`src/scaled_inverse_hypot_stream_macros.svh`:
```
// Assertion macros for the scaled inverse hypot stream block.
// Each use expects clk and arst_n in scope.
`ifndef SCALED_INVERSE_HYPOT_STREAM_MACROS_SVH
`define SCALED_INVERSE_HYPOT_STREAM_MACROS_SVH
`ifndef ASSERT_OFF
`define SIH_ASSERT(lbl, prop, msg) \
	lbl: assert property (@(posedge clk) disable iff (!arst_n) prop) else $error(msg);
`define SIH_NEVER(lbl, cond, msg) \
	lbl: assert property (@(posedge clk) disable iff (!arst_n) !(cond)) else $error(msg);
`else
`define SIH_ASSERT(lbl, prop, msg)
`define SIH_NEVER(lbl, cond, msg)
`endif
`endif

```
`src/sih_pkg.sv`:
```
package sih_pkg;

	localparam logic [31:0] QNAN_BITS = 32'h7FC0_0000;
	localparam logic [31:0] INF_BITS  = 32'h7F80_0000;
	localparam logic [31:0] ABS_MASK  = 32'h7FFF_FFFF;
	localparam logic [31:0] SCALE_RST = 32'h3F80_0000;  // 1.0
	localparam logic [31:0] FLOOR_RST = 32'h0000_0000;
	localparam int CFG_IDX_W = 2;

	typedef enum logic [CFG_IDX_W-1:0] {
		REG_SCALE = 2'd0,
		REG_FLOOR = 2'd1
	} cfg_reg_e;

	// wide exponent, holds squared and shifted values without wrap
	typedef logic signed [11:0] exp_t;

	typedef struct packed {
		logic [23:0] m;
		exp_t        e;
	} split_t;

	typedef struct packed {
		logic [31:0] val;
		logic        last;
	} item_t;

	function automatic logic is_nan(input logic [31:0] b);
		return (b & ABS_MASK) > INF_BITS;
	endfunction

	function automatic logic is_inf(input logic [31:0] b);
		return (b & ABS_MASK) == INF_BITS;
	endfunction

	function automatic logic is_zero(input logic [31:0] b);
		return (b & ABS_MASK) == 32'd0;
	endfunction

	// finite nonzero pattern -> m * 2^e, bit 23 of m set
	function automatic split_t split_fp(input logic [31:0] b);
		split_t r;
		logic [4:0] sh;
		sh = '0;
		for (int i = 0; i < 23; i++) begin
			if (b[i]) sh = 5'(23 - i);
		end
		if (b[30:23] != 8'd0) begin
			r.m = {1'b1, b[22:0]};
			r.e = exp_t'({4'b0, b[30:23]}) - exp_t'(150);
		end else begin
			r.m = {1'b0, b[22:0]} << sh;
			r.e = exp_t'(-149) - exp_t'({7'b0, sh});
		end
		return r;
	endfunction

	// r has its msb at bit 63, worth 2^lead; round to nearest even
	function automatic logic [31:0] round_fp(input logic [63:0] r, input logic sticky,
			input exp_t lead);
		logic [127:0] t;
		logic [6:0] s;
		logic [63:0] q;
		logic up;
		exp_t d;
		logic [7:0] e8;
		d = exp_t'(-86) - lead;
		if (lead >= exp_t'(-126)) s = 7'd40;
		else s = (d > exp_t'(65)) ? 7'd65 : d[6:0];
		t = {r, 64'b0} >> s;
		q = t[127:64];
		up = t[63] & ((|t[62:0]) | sticky | q[0]);
		q = q + {63'b0, up};
		e8 = 8'(lead + exp_t'(126));
		if (lead > exp_t'(127)) return INF_BITS;
		if (lead >= exp_t'(-126)) return {1'b0, e8, 23'b0} + q[31:0];
		return q[31:0];
	endfunction

endpackage

```
`src/sih_rcp.sv`:
```
module sih_rcp (
	input  logic            clk,
	input  logic            arst_n,
	input  logic            en,
	input  logic            in_v,
	input  sih_pkg::item_t  in_item,
	output logic            out_v,
	output sih_pkg::item_t  out_item
);
	import sih_pkg::*;

	localparam int NDV = 20;  // two quotient bits per stage, 40 in all

	typedef struct packed {
		logic [24:0] rem;
		logic [39:0] q;
	} dv_t;

	function automatic dv_t dv_step(input dv_t x, input logic [23:0] m);
		dv_t y;
		logic [24:0] r;
		r = {x.rem[23:0], 1'b0};
		if (r >= {1'b0, m}) begin
			y.rem = r - {1'b0, m};
			y.q = {x.q[38:0], 1'b1};
		end else begin
			y.rem = r;
			y.q = {x.q[38:0], 1'b0};
		end
		return y;
	endfunction

	split_t sh;
	logic spec_c;
	logic [31:0] sval_c;

	dv_t  dv_s   [0:NDV];
	logic [23:0] m_s [0:NDV];
	logic v_s    [0:NDV];
	exp_t e_s    [0:NDV];
	logic spec_s [0:NDV];
	logic last_s [0:NDV];
	logic [31:0] sval_s [0:NDV];

	logic [39:0] qf;
	logic [63:0] rn;
	exp_t lead_c;

	always_comb begin
		sh = split_fp(in_item.val);
		spec_c = 1'b1;
		sval_c = 32'd0;
		if (is_nan(in_item.val)) sval_c = QNAN_BITS;
		else if (is_inf(in_item.val)) sval_c = 32'd0;
		else if (is_zero(in_item.val)) sval_c = INF_BITS;
		else spec_c = 1'b0;
	end

	always_ff @(posedge clk or negedge arst_n) begin
		if (!arst_n) v_s[0] <= 1'b0;
		else if (en) v_s[0] <= in_v;
	end

	// dividend 2^62: the leading quotient bits are zero, start with 2^22 pending
	always_ff @(posedge clk) begin
		if (en) begin
			dv_s[0] <= '{rem: 25'(1) << 22, q: '0};
			m_s[0] <= sh.m;
			e_s[0] <= sh.e;
			spec_s[0] <= spec_c;
			sval_s[0] <= sval_c;
			last_s[0] <= in_item.last;
		end
	end

	for (genvar k = 0; k < NDV; k++) begin : g_dv
		always_ff @(posedge clk or negedge arst_n) begin
			if (!arst_n) v_s[k+1] <= 1'b0;
			else if (en) v_s[k+1] <= v_s[k];
		end

		always_ff @(posedge clk) begin
			if (en) begin
				dv_s[k+1] <= dv_step(dv_step(dv_s[k], m_s[k]), m_s[k]);
				m_s[k+1] <= m_s[k];
				e_s[k+1] <= e_s[k];
				spec_s[k+1] <= spec_s[k];
				sval_s[k+1] <= sval_s[k];
				last_s[k+1] <= last_s[k];
			end
		end
	end

	always_comb begin
		qf = dv_s[NDV].q;
		rn = qf[39] ? {qf, 24'b0} : {qf[38:0], 25'b0};
		lead_c = exp_t'(-62) - e_s[NDV] + (qf[39] ? exp_t'(39) : exp_t'(38));
	end

	always_ff @(posedge clk or negedge arst_n) begin
		if (!arst_n) out_v <= 1'b0;
		else if (en) out_v <= v_s[NDV];
	end

	always_ff @(posedge clk) begin
		if (en) begin
			out_item.val <= spec_s[NDV] ? sval_s[NDV]
				: round_fp(rn, |dv_s[NDV].rem, lead_c);
			out_item.last <= last_s[NDV];
		end
	end

endmodule
```
`config.mk`:
```
export PLATFORM = sky130hd
export DESIGN_NAME = sih_rcp
export DESIGN_NICKNAME = d
export VERILOG_FILES = /design/src/scaled_inverse_hypot_stream_macros.svh /design/src/sih_pkg.sv /design/src/sih_rcp.sv
export SDC_FILE = /design/constraint.sdc
export NUM_CORES = 2
export LEC_CHECK = 0
export BUFFER_PORTS_ARGS = -buffer_cell sky130_fd_sc_hd__buf_2
export CAP_MARGIN = 20
export CORE_AREA = 2 2 456 458
export CTS_BUF_LIST = sky130_fd_sc_hd__clkbuf_8
export CTS_CLUSTER_DIAMETER = 60
export DETAILED_ROUTE_END_ITERATION = 10
export DIE_AREA = 0 0 458 460
export PLACE_DENSITY_LB_ADDON = 0.3
export SLEW_MARGIN = 20
export SYNTH_ARGS = -nofsm -noshare
export SYNTH_HDL_FRONTEND = slang
export SYNTH_SLANG_ARGS = --single-unit
```
`constraint.sdc`:
```
create_clock -name clk -period 12.03 [get_ports clk]
set_input_delay 2.406 -clock clk [delete_from_list [all_inputs] [get_ports clk]]
set_output_delay 2.406 -clock clk [all_outputs]
set_load 0.01 [all_outputs]
```
; ---- Word level (Yosys, flattened, before mapping)
; Memory sizes are Yosys's and may differ from the RTL's. A register that Yosys moved wholly into a read port is not among the register bits.
; Cells that the tools add are included.
[totals]
regBits = 54
mem_bits_rw = 2835
inputBits = 37
out_inout_bits = 34
elab_cells = 258
mem_count = 6
[mem_list]
columns = memory, depth, word_bits, read_ports, rd_ports_with_merged_regs, write_ports, line
row1 = dv_s, 21, 65, 21, 0, 21, sih_rcp.sv:37  ; dv_t dv_s [0:NDV];
row2 = sval_s, 21, 32, 21, 0, 21, sih_rcp.sv:43  ; logic [31:0] sval_s [0:NDV];
row3 = m_s, 21, 24, 20, 0, 21, sih_rcp.sv:38  ; logic [23:0] m_s [0:NDV];
row4 = e_s, 21, 12, 21, 0, 21, sih_rcp.sv:40  ; exp_t e_s [0:NDV];
row5 = last_s, 21, 1, 21, 1, 21, sih_rcp.sv:42  ; logic last_s [0:NDV];
row6 = spec_s, 21, 1, 21, 0, 21, sih_rcp.sv:41  ; logic spec_s [0:NDV];
[classes]
add_sub_neg = 48
n_lt_le_gt_ge = 44
n_eq_ne = 1
shift = 2
n_mux = 127
bitwise_logic = 3
reduce_logical = 4
[ops]
columns = cell, count
row1 = $mux 64, 41
row2 = $mux 65, 40
row3 = $ge 25x24->1, 40
row4 = $sub 25x24->25, 20
row5 = $sub 24x24->24, 20
row6 = $mux 32, 5
row7 = $shr 128x7->96, 1
row8 = $mux 5, 23
row9 = $mux 31, 3
row10 = $reduce_or 63->1, 1
row11 = $mux 36, 1
row12 = $add 31x32->32, 1
row13 = $add 32x1->32, 1
row14 = $logic_not 32->1, 1
row15 = $eq 31x31->1 const B, 1
row16 = $gt 31x31->1 const B, 1
row17 = $reduce_or 25->1, 1
row18 = $gt 12x8->1 const B, 2
row19 = $shl 23x5->24, 1
row20 = $mux 7, 3
row21 = $add 12x7->12, 1
row22 = $ge 12x8->1 const B, 1
row23 = $sub 7x12->12 const A, 1
row24 = $sub 8x12->12 const A, 1
row25 = 7 further kinds, 18

; ---- Longest topological paths before layout
[logic_depth]
word_depth = 25
ltp_mapped = 42
ltp_nobuf = 36

; ---- Worst setup path before layout
; Ideal clock, no wire load.
[synth_path]
path_kind = reg-to-reg
start = memory dv_s[2][299] in the netlist's numbering
end = register out_item[31] in the netlist's numbering, data pin
setup_ps = 259
t_arrival_ps = 9019
required_time_ps = 11771
slack_ps = 2752
path_stages_with_launch = 40
path_buffers = 8
synth_period_minus_slack_ps = 9278
path_cell_list = edfxtp_1 inv_1 clkbuf_1 clkbuf_1 clkbuf_1 ha_1 inv_1 ha_1 xnor2_1 inv_1 ha_1 a21oi_1 o21ai_0 a32oi_1 xor2_1 and3_1 buf_2 o311ai_2 (+4 left out) a211oi_1 nor3_1 or2_2 ha_1 a21boi_0 nand2_1 nor4_2 xor2_1 ha_1 a21o_1 a21o_1 a21o_1 a21oi_1 o21bai_1 a21oi_1 xor2_1 o21ai_0 o31a_1
[synth_lines]
columns = item, line
row1 = start: declaration, sih_rcp.sv:37
row2 = end: declaration, sih_rcp.sv:8  ; output sih_pkg::item_t out_item

==> flow_summary.json <==
{
  "outcome": "complete, no violations",
  "final_util_pct": 59.0,
  "grt_pass1_wl_um": 446000,
  "yosysTopAreaCellShare_pct": 45.1,
  "fillers": 16900,
  "netlist_area_um2": 112000,
  "clockBufferDepth": 4,
  "final_layout_size_suffix_gt1_share_pct": 11.4,
  "cts-root-buf": "clkbuf_8",
  "cp_slowest_cell": "a221oi_1",
  "cpPeakStageDelay_ns": 0.81,
  "hold_path_class": "reg2reg",
  "firstDrtPassIters": 10,
  "crit_type": "reg2reg",
  "clk_pin_slew_ns": 0.06,
  "end_kind": "register",
  "overflow": 0,
  "antenna_left": 0,
  "cts_setup_buffers": 0,
  "first_global_vias": 80800,
  "ys_seq_area_share_pct": 45.6,
  "regArea_um2": 51200,
  "finClkSkew_ns": 0.0747,
  "die_x_um": 458,
  "hold_ws_ns": 0.356,
  "synthToLayoutAreaGrowth_pct": 8.12,
  "setup_tns_ns": 0,
  "cts_hold_buf": 0,
  "clock-sinks": 1709,
  "final_common_cell": "edfxtp_1",
  "post_cts_resize_count": 0,
  "grt_use_total_pct": 26.7,
  "syn-num-nets": 11600,
  "critPathLaunchType": "register",
  "start_util_pct": 54.6,
  "io_pins": 71,
  "cts_tree": "built",
  "antenna_found_initial": 7,
  "synth_edf_count": 1687,
  "drt_first_iter_violations": 7548,
  "period_share_pct": 84.9,
  "period_needed_ns": 10.21,
  "grt_max_degree": 188,
  "syn_inst": 10600,
  "fp.dieH_um": 460,
  "fp.dieArea_um2": 211000,
  "multi_input_area_um2": 56800,
  "critical_path.most_common_cell": "a21oi_1",
  "core_area_um2": 206000,
  "rsz0062_at_grt": "no",
  "ys_top_cells_by_area": "edfxtp_1, ha_1, mux2_2, xnor2_1, a21oi_1",
  "avgViaCountPerCell": 6.03,
  "async_flop_share_pct": 1.29,
  "fmax_mhz": 97.9,
  "num_rows": 167,
  "critPathMaxFanout": 21,
  "numCtsBuffers": 306,
  "post-route-drc-count": 0,
  "synth_warnings": 0,
  "gp_congestion": 0.947,
  "final_cell_mix": "edfxtp_1, inv_1, ha_1",
  "synth_area_leader_cell": "edfxtp_1",
  "port_buffers": 69,
  "htree_levels": 5,
  "final-hold-violation-count": 0,
  "cp.required_ns": 12.81,
  "wl_um": 287000,
  "vias": 83100,
  "finalMaxSlewViolations": 0,
  "nets": 11900,
  "clk_latency_ns": 1.06,
  "setup_violations": 0,
  "slew-limit-headroom_pct": 19.3,
  "synthFlopType": "edfxtp_1",
  "synth_cell_types": 118,
  "critPathArrivalTime_ns": 10.98,
  "ys_seq_elements": 1709,
  "tightest_slew_ns": 1.20,
  "routedWlPerCell_um": 20.8,
  "syn-mean-instance-area_um2": 10.6,
  "dp_hpwl_um": 221000,
  "cap_violations": 0
}
## path summary, 6_finish.rpt
kind,startpoint,end,slack [ns],depth (start not counted)
max in group asynchronous,arst_n,v_s[11]$_DFFE_PN0P_,10.37,1
max,dv_s[2][299]$_DFFE_PP_,out_item[31]$_DFFE_PP_,1.82,33
max reg2reg,dv_s[2][299]$_DFFE_PP_,out_item[31]$_DFFE_PP_,1.82,33
min reg2reg,dv_s[2][136]$_DFFE_PP_,dv_s[2][203]$_DFFE_PP_,0.36,0
min in group asynchronous,arst_n,v_s[3]$_DFFE_PN0P_,1.32,1
min,dv_s[2][136]$_DFFE_PP_,dv_s[2][203]$_DFFE_PP_,0.36,0
## area by class of cell
class,instances,area share [%]
timing repair buffer,150,0.881
tap,2704,2.78
antenna,8,0.0165
inverter,941,2.91
clock buffer,313,3.55
multi-input combinational,7762,46.7
clock inverter,207,0.977
sequential,1709,42.1
## worst max-delay path, delay by kind of cell, from the launching register on
| kind | cells | cell delay, ns |
|---|---|---|
| adder cells (fa/ha/maj) | 4 | 1.15 |
| buffers and inverters | 4 | 0.76 |
| AO/OA/AOI/OAI | 19 | 5.85 |
| XOR/XNOR | 4 | 0.96 |
| AND/OR/NAND/NOR | 2 | 0.79 |
| flip-flops | 1 | 0.40 |
## per-layer routing
| layer | share of wire [%] | track usage (%) | vias to the layer above |
|---|---|---|---|
| li1 | - | - | 40100 |
| met1 | 44 | 36.0 | 39800 |
| met2 | 47 | 44.0 | 2634 |
| met3 | 5.8 | 3.72 | 582 |
| met4 | 3.5 | 9.61 | 2 |
| met5 | 0.0056 | 0 | - |
## Yosys cell counts, types with 108 or more instances
| library cell | instances |
|---|---|
| edfxtp_1 | 1687 |
| ha_1 | 939 |
| inv_1 | 931 |
| nor2_1 | 777 |
| a21oi_1 | 706 |
| nand2_1 | 655 |
| o21ai_0 | 606 |
| mux2_2 | 561 |
| xnor2_1 | 461 |
| a21o_1 | 267 |
| nor3_1 | 260 |
| xor2_1 | 224 |
| nand3_1 | 211 |
| nand4_1 | 177 |
| clkbuf_1 | 152 |
| a21boi_0 | 139 |
| nor2b_1 | 130 |
| and3_1 | 117 |
| o21bai_1 | 111 |
| a211oi_1 | 110 |
| mux2i_1 | 108 |
## flip-flops by register name (all words and copies together) (netlist names)
name	flops
e_s	189
m_s	480
spec_s	21
out_item	33
last_s	21
sval_s	42
out_v	1
v_s	21
dv_s	901
## metrics by stage
stage          worst slack (ns)  std cells  cell area, um^2
2_1_floorplan              2.75      10600           112000
3_3_place_gp               1.81      13300           116000
3_5_place_dp               1.74      13300           116000
4_1_cts                    1.67      13800           121000
5_1_grt                   0.626      13800           122000
6_report                   1.82      13800           122000
## cell families after synthesis
family	count (synthesis)	share of synthesized area (%)
flops	1709	45.6
mux	698	7.16
xor+xnor	686	5.36
buf+inv	1170	3.98
compound gates	2629	15.1
simple gates	2790	12.0
fa+ha+maj	959	10.8
Power is not shown: default switching activity piles up to over one toggle a cycle in this logic, so the estimate is an artifact.
