File: src/scaled_inverse_hypot_stream_macros.svh
// Assertion macros for the scaled inverse hypot stream block.
// Each use expects clk and arst_n in scope.
`ifndef SCALED_INVERSE_HYPOT_STREAM_MACROS_SVH
`define SCALED_INVERSE_HYPOT_STREAM_MACROS_SVH
`ifndef ASSERT_OFF
`define SIH_ASSERT(lbl, prop, msg) \
	lbl: assert property (@(posedge clk) disable iff (!arst_n) prop) else $error(msg);
`define SIH_NEVER(lbl, cond, msg) \
	lbl: assert property (@(posedge clk) disable iff (!arst_n) !(cond)) else $error(msg);
`else
`define SIH_ASSERT(lbl, prop, msg)
`define SIH_NEVER(lbl, cond, msg)
`endif
`endif

File: src/sih_pkg.sv
package sih_pkg;

	localparam logic [31:0] QNAN_BITS = 32'h7FC0_0000;
	localparam logic [31:0] INF_BITS  = 32'h7F80_0000;
	localparam logic [31:0] ABS_MASK  = 32'h7FFF_FFFF;
	localparam logic [31:0] SCALE_RST = 32'h3F80_0000;  // 1.0
	localparam logic [31:0] FLOOR_RST = 32'h0000_0000;
	localparam int CFG_IDX_W = 2;

	typedef enum logic [CFG_IDX_W-1:0] {
		REG_SCALE = 2'd0,
		REG_FLOOR = 2'd1
	} cfg_reg_e;

	// wide exponent, holds squared and shifted values without wrap
	typedef logic signed [11:0] exp_t;

	typedef struct packed {
		logic [23:0] m;
		exp_t        e;
	} split_t;

	typedef struct packed {
		logic [31:0] val;
		logic        last;
	} item_t;

	function automatic logic is_nan(input logic [31:0] b);
		return (b & ABS_MASK) > INF_BITS;
	endfunction

	function automatic logic is_inf(input logic [31:0] b);
		return (b & ABS_MASK) == INF_BITS;
	endfunction

	function automatic logic is_zero(input logic [31:0] b);
		return (b & ABS_MASK) == 32'd0;
	endfunction

	// finite nonzero pattern -> m * 2^e, bit 23 of m set
	function automatic split_t split_fp(input logic [31:0] b);
		split_t r;
		logic [4:0] sh;
		sh = '0;
		for (int i = 0; i < 23; i++) begin
			if (b[i]) sh = 5'(23 - i);
		end
		if (b[30:23] != 8'd0) begin
			r.m = {1'b1, b[22:0]};
			r.e = exp_t'({4'b0, b[30:23]}) - exp_t'(150);
		end else begin
			r.m = {1'b0, b[22:0]} << sh;
			r.e = exp_t'(-149) - exp_t'({7'b0, sh});
		end
		return r;
	endfunction

	// r has its msb at bit 63, worth 2^lead; round to nearest even
	function automatic logic [31:0] round_fp(input logic [63:0] r, input logic sticky,
			input exp_t lead);
		logic [127:0] t;
		logic [6:0] s;
		logic [63:0] q;
		logic up;
		exp_t d;
		logic [7:0] e8;
		d = exp_t'(-86) - lead;
		if (lead >= exp_t'(-126)) s = 7'd40;
		else s = (d > exp_t'(65)) ? 7'd65 : d[6:0];
		t = {r, 64'b0} >> s;
		q = t[127:64];
		up = t[63] & ((|t[62:0]) | sticky | q[0]);
		q = q + {63'b0, up};
		e8 = 8'(lead + exp_t'(126));
		if (lead > exp_t'(127)) return INF_BITS;
		if (lead >= exp_t'(-126)) return {1'b0, e8, 23'b0} + q[31:0];
		return q[31:0];
	endfunction

endpackage

File: src/sih_mul.sv
module sih_mul (
	input  logic            clk,
	input  logic            arst_n,
	input  logic            en,
	input  logic            in_v,
	input  logic [31:0]     scale,
	input  sih_pkg::item_t  in_item,
	output logic            out_v,
	output sih_pkg::item_t  out_item
);
	import sih_pkg::*;

	logic [31:0] a_abs, x_abs, sval_c;
	split_t sa, sx;
	logic spec_c;

	logic v_s1, v_s2;
	logic [23:0] ma_s1, mx_s1;
	exp_t e_s1, e_s2;
	logic spec_s1, spec_s2, last_s1, last_s2;
	logic [31:0] sval_s1, sval_s2;
	logic [47:0] prod_s2;

	logic [63:0] rn;
	exp_t lead_c;

	always_comb begin
		a_abs = scale & ABS_MASK;
		x_abs = in_item.val & ABS_MASK;
		sa = split_fp(a_abs);
		sx = split_fp(x_abs);
		spec_c = 1'b1;
		sval_c = 32'd0;
		if (is_nan(a_abs) || is_nan(x_abs)) begin
			sval_c = QNAN_BITS;
		end else if (is_inf(a_abs) || is_inf(x_abs)) begin
			sval_c = (is_zero(a_abs) || is_zero(x_abs)) ? QNAN_BITS : INF_BITS;
		end else if (is_zero(a_abs) || is_zero(x_abs)) begin
			sval_c = 32'd0;
		end else begin
			spec_c = 1'b0;
		end
	end

	always_comb begin
		rn = prod_s2[47] ? {prod_s2, 16'b0} : {prod_s2[46:0], 17'b0};
		lead_c = e_s2 + (prod_s2[47] ? exp_t'(47) : exp_t'(46));
	end

	always_ff @(posedge clk or negedge arst_n) begin
		if (!arst_n) begin
			v_s1 <= 1'b0;
			v_s2 <= 1'b0;
			out_v <= 1'b0;
		end else if (en) begin
			v_s1 <= in_v;
			v_s2 <= v_s1;
			out_v <= v_s2;
		end
	end

	always_ff @(posedge clk) begin
		if (en) begin
			ma_s1 <= sa.m;
			mx_s1 <= sx.m;
			e_s1 <= sa.e + sx.e;
			spec_s1 <= spec_c;
			sval_s1 <= sval_c;
			last_s1 <= in_item.last;

			prod_s2 <= ma_s1 * mx_s1;
			e_s2 <= e_s1;
			spec_s2 <= spec_s1;
			sval_s2 <= sval_s1;
			last_s2 <= last_s1;

			out_item.val <= spec_s2 ? sval_s2 : round_fp(rn, 1'b0, lead_c);
			out_item.last <= last_s2;
		end
	end

endmodule

File: config.mk
export PLATFORM = sky130hd
export DESIGN_NAME = sih_mul
export DESIGN_NICKNAME = d
export VERILOG_FILES = /design/src/scaled_inverse_hypot_stream_macros.svh /design/src/sih_pkg.sv /design/src/sih_mul.sv
export SDC_FILE = /design/constraint.sdc
export NUM_CORES = 2
export LEC_CHECK = 0
export ABC_AREA = 1
export BUFFER_PORTS_ARGS = -buffer_cell sky130_fd_sc_hd__buf_4
export CAP_MARGIN = 10
export CORE_AREA = 8 8 250 252
export CTS_BUF_LIST = sky130_fd_sc_hd__clkbuf_4
export DETAILED_ROUTE_END_ITERATION = 8
export DIE_AREA = 0 0 258 260
export PLACE_DENSITY = 0.87
export RECOVER_POWER = 25
export SYNTH_ARGS = -nofsm -noshare
export SYNTH_HDL_FRONTEND = slang
export SYNTH_SLANG_ARGS = --single-unit
File: constraint.sdc
create_clock -name clk -period 9.5 [get_ports clk]
set_clock_uncertainty 0.15 [all_clocks]
set_input_delay 0.95 -clock clk [delete_from_list [all_inputs] [get_ports clk]]
set_output_delay 0.95 -clock clk [all_outputs]
set_load 0.05 [all_outputs]
# Word-level counts from Yosys, hierarchy flattened
# Cells that the tools add are included.
[word_totals] input_bits=69 out_inout_bits=34 regBits=224 wordCells=119
[classes] mux=66 add_sub_neg=10 n_shift=3 n_lt_le_gt_ge=5 reduce_logical=10 multipliers=1 eq_ne=2 bitwise_logic=3
[ops] operator="2-to-1 mux 5 bit" count=46
[ops] operator="2-to-1 mux 32 bit" count=5
[ops] operator="right shift 128 x 7 -> 96 bit" count=1
[ops] operator="2-to-1 mux 35 bit" count=2
[ops] operator="logical NOT 32 bit" count=2
[ops] operator="2-to-1 mux 64 bit" count=1
[ops] operator="OR reduction 63 bit" count=1
[ops] operator="== test 31 bit, second input constant" count=2
[ops] operator="greater-than comparator 31 bit, second input constant" count=2
[ops] operator="multiplier 24 x 24 -> 48 bit" count=1
[ops] operator="<< shifter 23 x 5 -> 24 bit" count=2
[ops] operator="adder 31 x 32 -> 32 bit" count=1
[ops] operator="adder 32 x 1 -> 32 bit" count=1
[ops] operator="2-to-1 mux 31 bit" count=1
[ops] operator="greater-than comparator 12 x 8 -> 1 bit, second input constant" count=2
[ops] operator="2-to-1 mux 23 bit" count=1
[ops] operator="2-to-1 mux 7 bit" count=3
[ops] operator="subtractor 9 x 6 -> 10 bit, first input constant" count=2
[ops] operator="subtractor 8 x 8 -> 9 bit, second input constant" count=2
[ops] operator="nonzero test 8 bit" count=2
[ops] operator="adder 12 bit" count=1
[ops] operator="adder 12 x 7 -> 12 bit" count=1
[ops] operator=">= comparator 12 x 8 -> 1 bit, second input constant" count=1
[ops] operator="subtractor 8 x 12 -> 12 bit, first input constant" count=1
[ops] operator="other kinds (7)" count=16

# Depth between registers and ports, before layout
[logic_depth] ltp_word=26 mapped_depth=59

# Least setup slack after synthesis
# OpenSTA, ideal clock, no wires.
[synth_timing] path_kind="reg-to-reg" start="reg mx_s1[0]" end="reg prod_s2[44], data pin" path_buffers=1 synth_period_minus_slack_ns=6.790 arrival_ns=6.380 path_stages_with_launch=34 setup_slack_ns=2.710 path_cell_list="edfxtp_1 clkbuf_1 nand2_1 inv_1 fa_1 inv_1 fa_1 inv_1 fa_1 ha_1 fa_1 inv_1 fa_1 fa_1 inv_1 ha_1 a21o_1 a21oi_1 nor3_1 nor2_1 o21ai_0 a21oi_1 o21ai_0 nand2_1 o211ai_1 nand2_1 o211ai_1 nand2_1 nand2_1 nand2_1 nand2_1 nand3_1 nand2_1 xor2_1"
[synth_via] elab_chain_cells=1
[synth_rtl] element="from (decl)" line_no="sih_mul.sv:18" text="logic [23:0] ma_s1, mx_s1;"
[synth_rtl] element="from (signal assigned)" line_no="sih_mul.sv:65" text="mx_s1 <= sx.m;"
[synth_rtl] element="multiplier 24 x 24 -> 48 bit" line_no="sih_mul.sv:71" text="prod_s2 <= ma_s1 * mx_s1;"
[synth_rtl] element="to (signal assigned)" line_no="sih_mul.sv:71"
[synth_rtl] element="to (decl)" line_no="sih_mul.sv:22" text="logic [47:0] prod_s2;"
# Every way passes these cells.
# A chain may end at the register's enable or synchronous reset.

# Worst setup path in the final report
[layout_timing] start="reg prod_s2[47]" end="reg out_item[32] in the netlist's numbering, data pin"
[layout_via] elab_chain_cells=17
[layout_rtl] element="2-to-1 mux 1 bit" line_no="sih_mul.sv:47" text="lead_c = e_s2 + (prod_s2[47] ? exp_t'(47) : exp_t'(46));"
[layout_rtl] element="adder 12 x 7 -> 12 bit" line_no="sih_mul.sv:47"
[layout_rtl] element="subtractor 8 x 12 -> 12 bit" line_no="sih_pkg.sv:67" text="d = exp_t'(-86) - lead;"
[layout_rtl] element="greater-than comparator 12 x 8 -> 1 bit" line_no="sih_pkg.sv:69" text="else s = (d > exp_t'(65)) ? 7'd65 : d[6:0];"
[layout_rtl] element="2-to-1 mux 7 bit" line_no="sih_pkg.sv:69"
[layout_rtl] element="2-to-1 mux 7 bit" line_no="sih_pkg.sv:68" text="if (lead >= exp_t'(-126)) s = 7'd40;"
[layout_rtl] element="2-to-1 mux 7 bit" line_no="sih_mul.sv:63" text="if (en) begin"
[layout_rtl] element="right shift 128 x 7 -> 96 bit" line_no="sih_pkg.sv:70" text="t = {r, 64'b0} >> s;"
[layout_rtl] element="OR reduction 63 bit" line_no="sih_pkg.sv:72" text="up = t[63] & ((|t[62:0]) | sticky | q[0]);"
[layout_rtl] element="bitwise OR 1 bit" line_no="sih_pkg.sv:72"
[layout_rtl] element="bitwise AND 1 bit" line_no="sih_pkg.sv:72"
[layout_rtl] element="adder 32 x 1 -> 32 bit" line_no="sih_pkg.sv:73" text="q = q + {63'b0, up};"
[layout_rtl] element="adder 31 x 32 -> 32 bit" line_no="sih_pkg.sv:76" text="if (lead >= exp_t'(-126)) return {1'b0, e8, 23'b0} + q[31:0];"
[layout_rtl] element="2-to-1 mux 32 bit" line_no="sih_pkg.sv:76"
[layout_rtl] element="2-to-1 mux 32 bit" line_no="sih_pkg.sv:77" text="return q[31:0];"
[layout_rtl] element="2-to-1 mux 32 bit (*)" line_no="sih_pkg.sv:76"
[layout_rtl] element="2-to-1 mux 32 bit (*)" line_no="sih_mul.sv:77" text="out_item.val <= spec_s2 ? sval_s2 : round_fp(rn, 1'b0, lead_c);"
[layout_rtl] element="to (decl)" line_no="sih_mul.sv:9" text="output sih_pkg::item_t out_item"
# Mark *: on every way between the ends. The rest lies on a longest branch, timed or not. The select of a mux whose other input is x is not followed.

==> results.md <==
* Min cycle time layout at 8.42 ns
* DRC at 0
* GPL Wtd Cong at 0.972
* Multi-input gate area at 0.0251 sq mm
* Setup Buffers After CTS at 0
* TNS Setup at 0 ns
* Hold path start: spec_s1
* ANT nets after route at 0
* Vias after detailed routing at 31.8k
* CP startpoint: prod_s2[47]
* Die area at 0.0671 sq mm
* List of most frequent post-synthesis cells: nand2_1 (1383), inv_1 (963), nand3_1 (496)
* Top Family by Delay on Critical Path: simple AND/OR/NAND/NOR gates
* Post-synth EDFFs at 161
* Post-Synthesis Cell Area at 0.0347 sq mm
* CP max stage cell: nand2_2
* Most Frequent Cell on Critical Path: nand2_1
* Initial antenna violation count at 1
* Initial Util at 0.593
* Clock sinks at 164
* Clock root buffer: clkbuf_4
* Worst Hold Class: register to register
* Final-stage net count at 5534
* Initial DRT Pass Iterations at 6
* Largest fanout on the critical path at 50
* Met1 usage at 0.354
* Syn-to-layout area delta at 4.46%
* Share of cells above drive strength 1 at 0.0618
* Final setup vio count at 0
* IO Count at 103
* Critical Path Stages at 51
* Final Hold Fails at 0
* Slew Viols, Final at 95
* Most common cell in the synthesized netlist: nand2_1
* Critical Path Start Type: register
* Yosys cell types at 63
* Hpwl dp at 76800 um
* Port bufs at 100
* Vias in the first global route at 31.9k
* Data required, critical path at 9.78 ns
* H-tree depth at 4
* Status: finished, violations left
* Max incr delay on CP at 0.77 ns
* Rel. slew slack at -1.15
* Initial DRC count at 2906
* Reg area at 0.00491 sq mm
* Syn Nets at 5564
* Pin count of the biggest net entering global routing at 95
* Setup CP Type: register to register
* Worst skew pair latency at 0.69 ns
* Period utilization at 0.886
* Crit Reg-Reg Endpoint: out_item[32]
* CTS buffer count at 17
* Row count at 89
* Total Routed Length at 96400 um
* Ranking of synthesized cells by area: fa_1 (28%), nand2_1 (15%), edfxtp_1 (14%)
* Async set-reset flop share out of synthesis at 0.0183
* Gr busiest metal: met2
* Post-Syn Instances at 4803
* Post-synthesis sequential area ratio at 0.142
* Die height at 260 um
* Main flop type after synthesis: edfxtp_1
* Vias per cell at 5.72
* Leading area contributor after synthesis: fa_1
* Slew @ Worst Pin at 3.22 ns
* GRT Total Usage at 0.289
* Setup crit end: out_item[32]
* Violations in the final reports: capacitance limit, slew limit
* Mean Syn Cell Area at 7.22 sq um
* Unrepaired setup endpoints after global routing: no
* GR Layer Usage met2 at 0.487
* Buf+Inv Stages, Crit Path at 4
* Gr ovfl total at 0
* Drt wl/cell at 17.3 um
* Filler instances at 5033
* M3 GR Usage at 0.0637
* Setup slack, reg-to-reg at 1.08 ns
* Yosys warnings at 0
* Max-cap violations at 2
* Core region area at 0.0585 sq mm
* FF+latch count, synth at 164
* FF-to-FF path depth at 51
* Achievable Freq at 119 MHz
* Clock transition at the registers of the reported paths at 0.17 ns
* FF-to-FF Start: prod_s2[47]
* Deepest clock path buffer count at 2
* First-pass GRT wire length at 158000 um
* Final Worst Setup Slack at 1.08 ns
* CTS tree: built
* Share of the synthesized area in the top cell type at 0.279
* Die W at 258 um
* Worst setup EP type: register
* Worst EP arrival at 8.70 ns
* Place WS at 1.13 ns
==> placed cells by master (no fill, tap or decap), drive strengths merged, types with 12 or more instances in the layout <==
cell type and n:
nor4 14, nand3b 12, nand4 38, buf 158, inv 987, o21ai 225, a21oi 146, o211ai 19
clkbuf 23, o22ai 13, nor2 174, nand3 512, xnor2 16, nor3 32, fa 484, nand2 1410
xor2 55, ha 208, a31oi 18, edfxtp 161
==> stage by stage <==
stage	util	cells	cell area (sq um)	hold WS, ns
global placement	0.615	5526	35900	0.252
floorplan	-	4803	34700	0.250
CTS	0.620	5559	36200	0.211
detailed placement	0.615	5526	35900	0.255
finish	0.620	5560	36200	0.293
global route	0.620	5560	36200	0.226
==> cells by family (layout without fill, tap and decap cells) <==
group / after synthesis / count (layout) / synth area share
simple gates: 2204 / 2204 / 0.274
xor+xnor: 71 / 71 / 0.0185
compound gates: 463 / 463 / 0.0741
other cells: 0 / 1 / 0
mux: 10 / 10 / 0.00292
fa+ha+maj: 692 / 692 / 0.354
buf+inv: 1199 / 1182 / 0.135
flops: 164 / 164 / 0.142
==> repair_timing <==
| item | in CTS | in global routing |
|---|---|---|
| setup endpoints to repair | 0 | 0 |
| hold endpoints to repair | 3 | 0 |
| hold buffers | 1 | 0 |
| gates resized for setup | 0 | 0 |
==> worst reg2reg max path, delay by kind of cell, from the launching register on <==
family	cells	cell delay, ns
flops	1	0.39
simple gates	35	4.45
compound gates	7	1.30
fa+ha+maj	5	1.49
buf+inv	4	0.41
==> sequential cells by signal, indices dropped and copies added (netlist names), 2 cells and up <==
signal	count
ma_s1	24
out_item	33
e_s1	12
mx_s1	24
sval_s1	2
sval_s2	2
e_s2	12
prod_s2	48
==> per-layer routing <==
metal,up-vias,share of wire
li1,14842,-
met1,14942,0.38
met2,1662,0.47
met3,335,0.099
met4,0,0.050
met5,-,0
==> worst min-delay path by stage <==
stage	endpoint	slack (ns)	cells after the start
finish	spec_s2	0.29	0
global route	last_s1	0.23	1
CTS	last_s1	0.21	1
detailed placement	spec_s2	0.25	0
global placement	out_item[0]	0.25	0
floorplan	e_s2[0]	0.25	0
==> area by class of cell <==
cell class              instances  share of cell area
diodes                          1           0.0000691
repair buffers                165              0.0337
clock buffers                  17             0.00352
clock inverters                15             0.00494
well taps                     773              0.0267
flip-flops and latches        164               0.136
inverters                     985               0.102
multi-input cells            3440               0.693
Power is left out: the tool's default activity adds up to more than one toggle a clock period on the data nets, which glitch-free logic cannot reach.
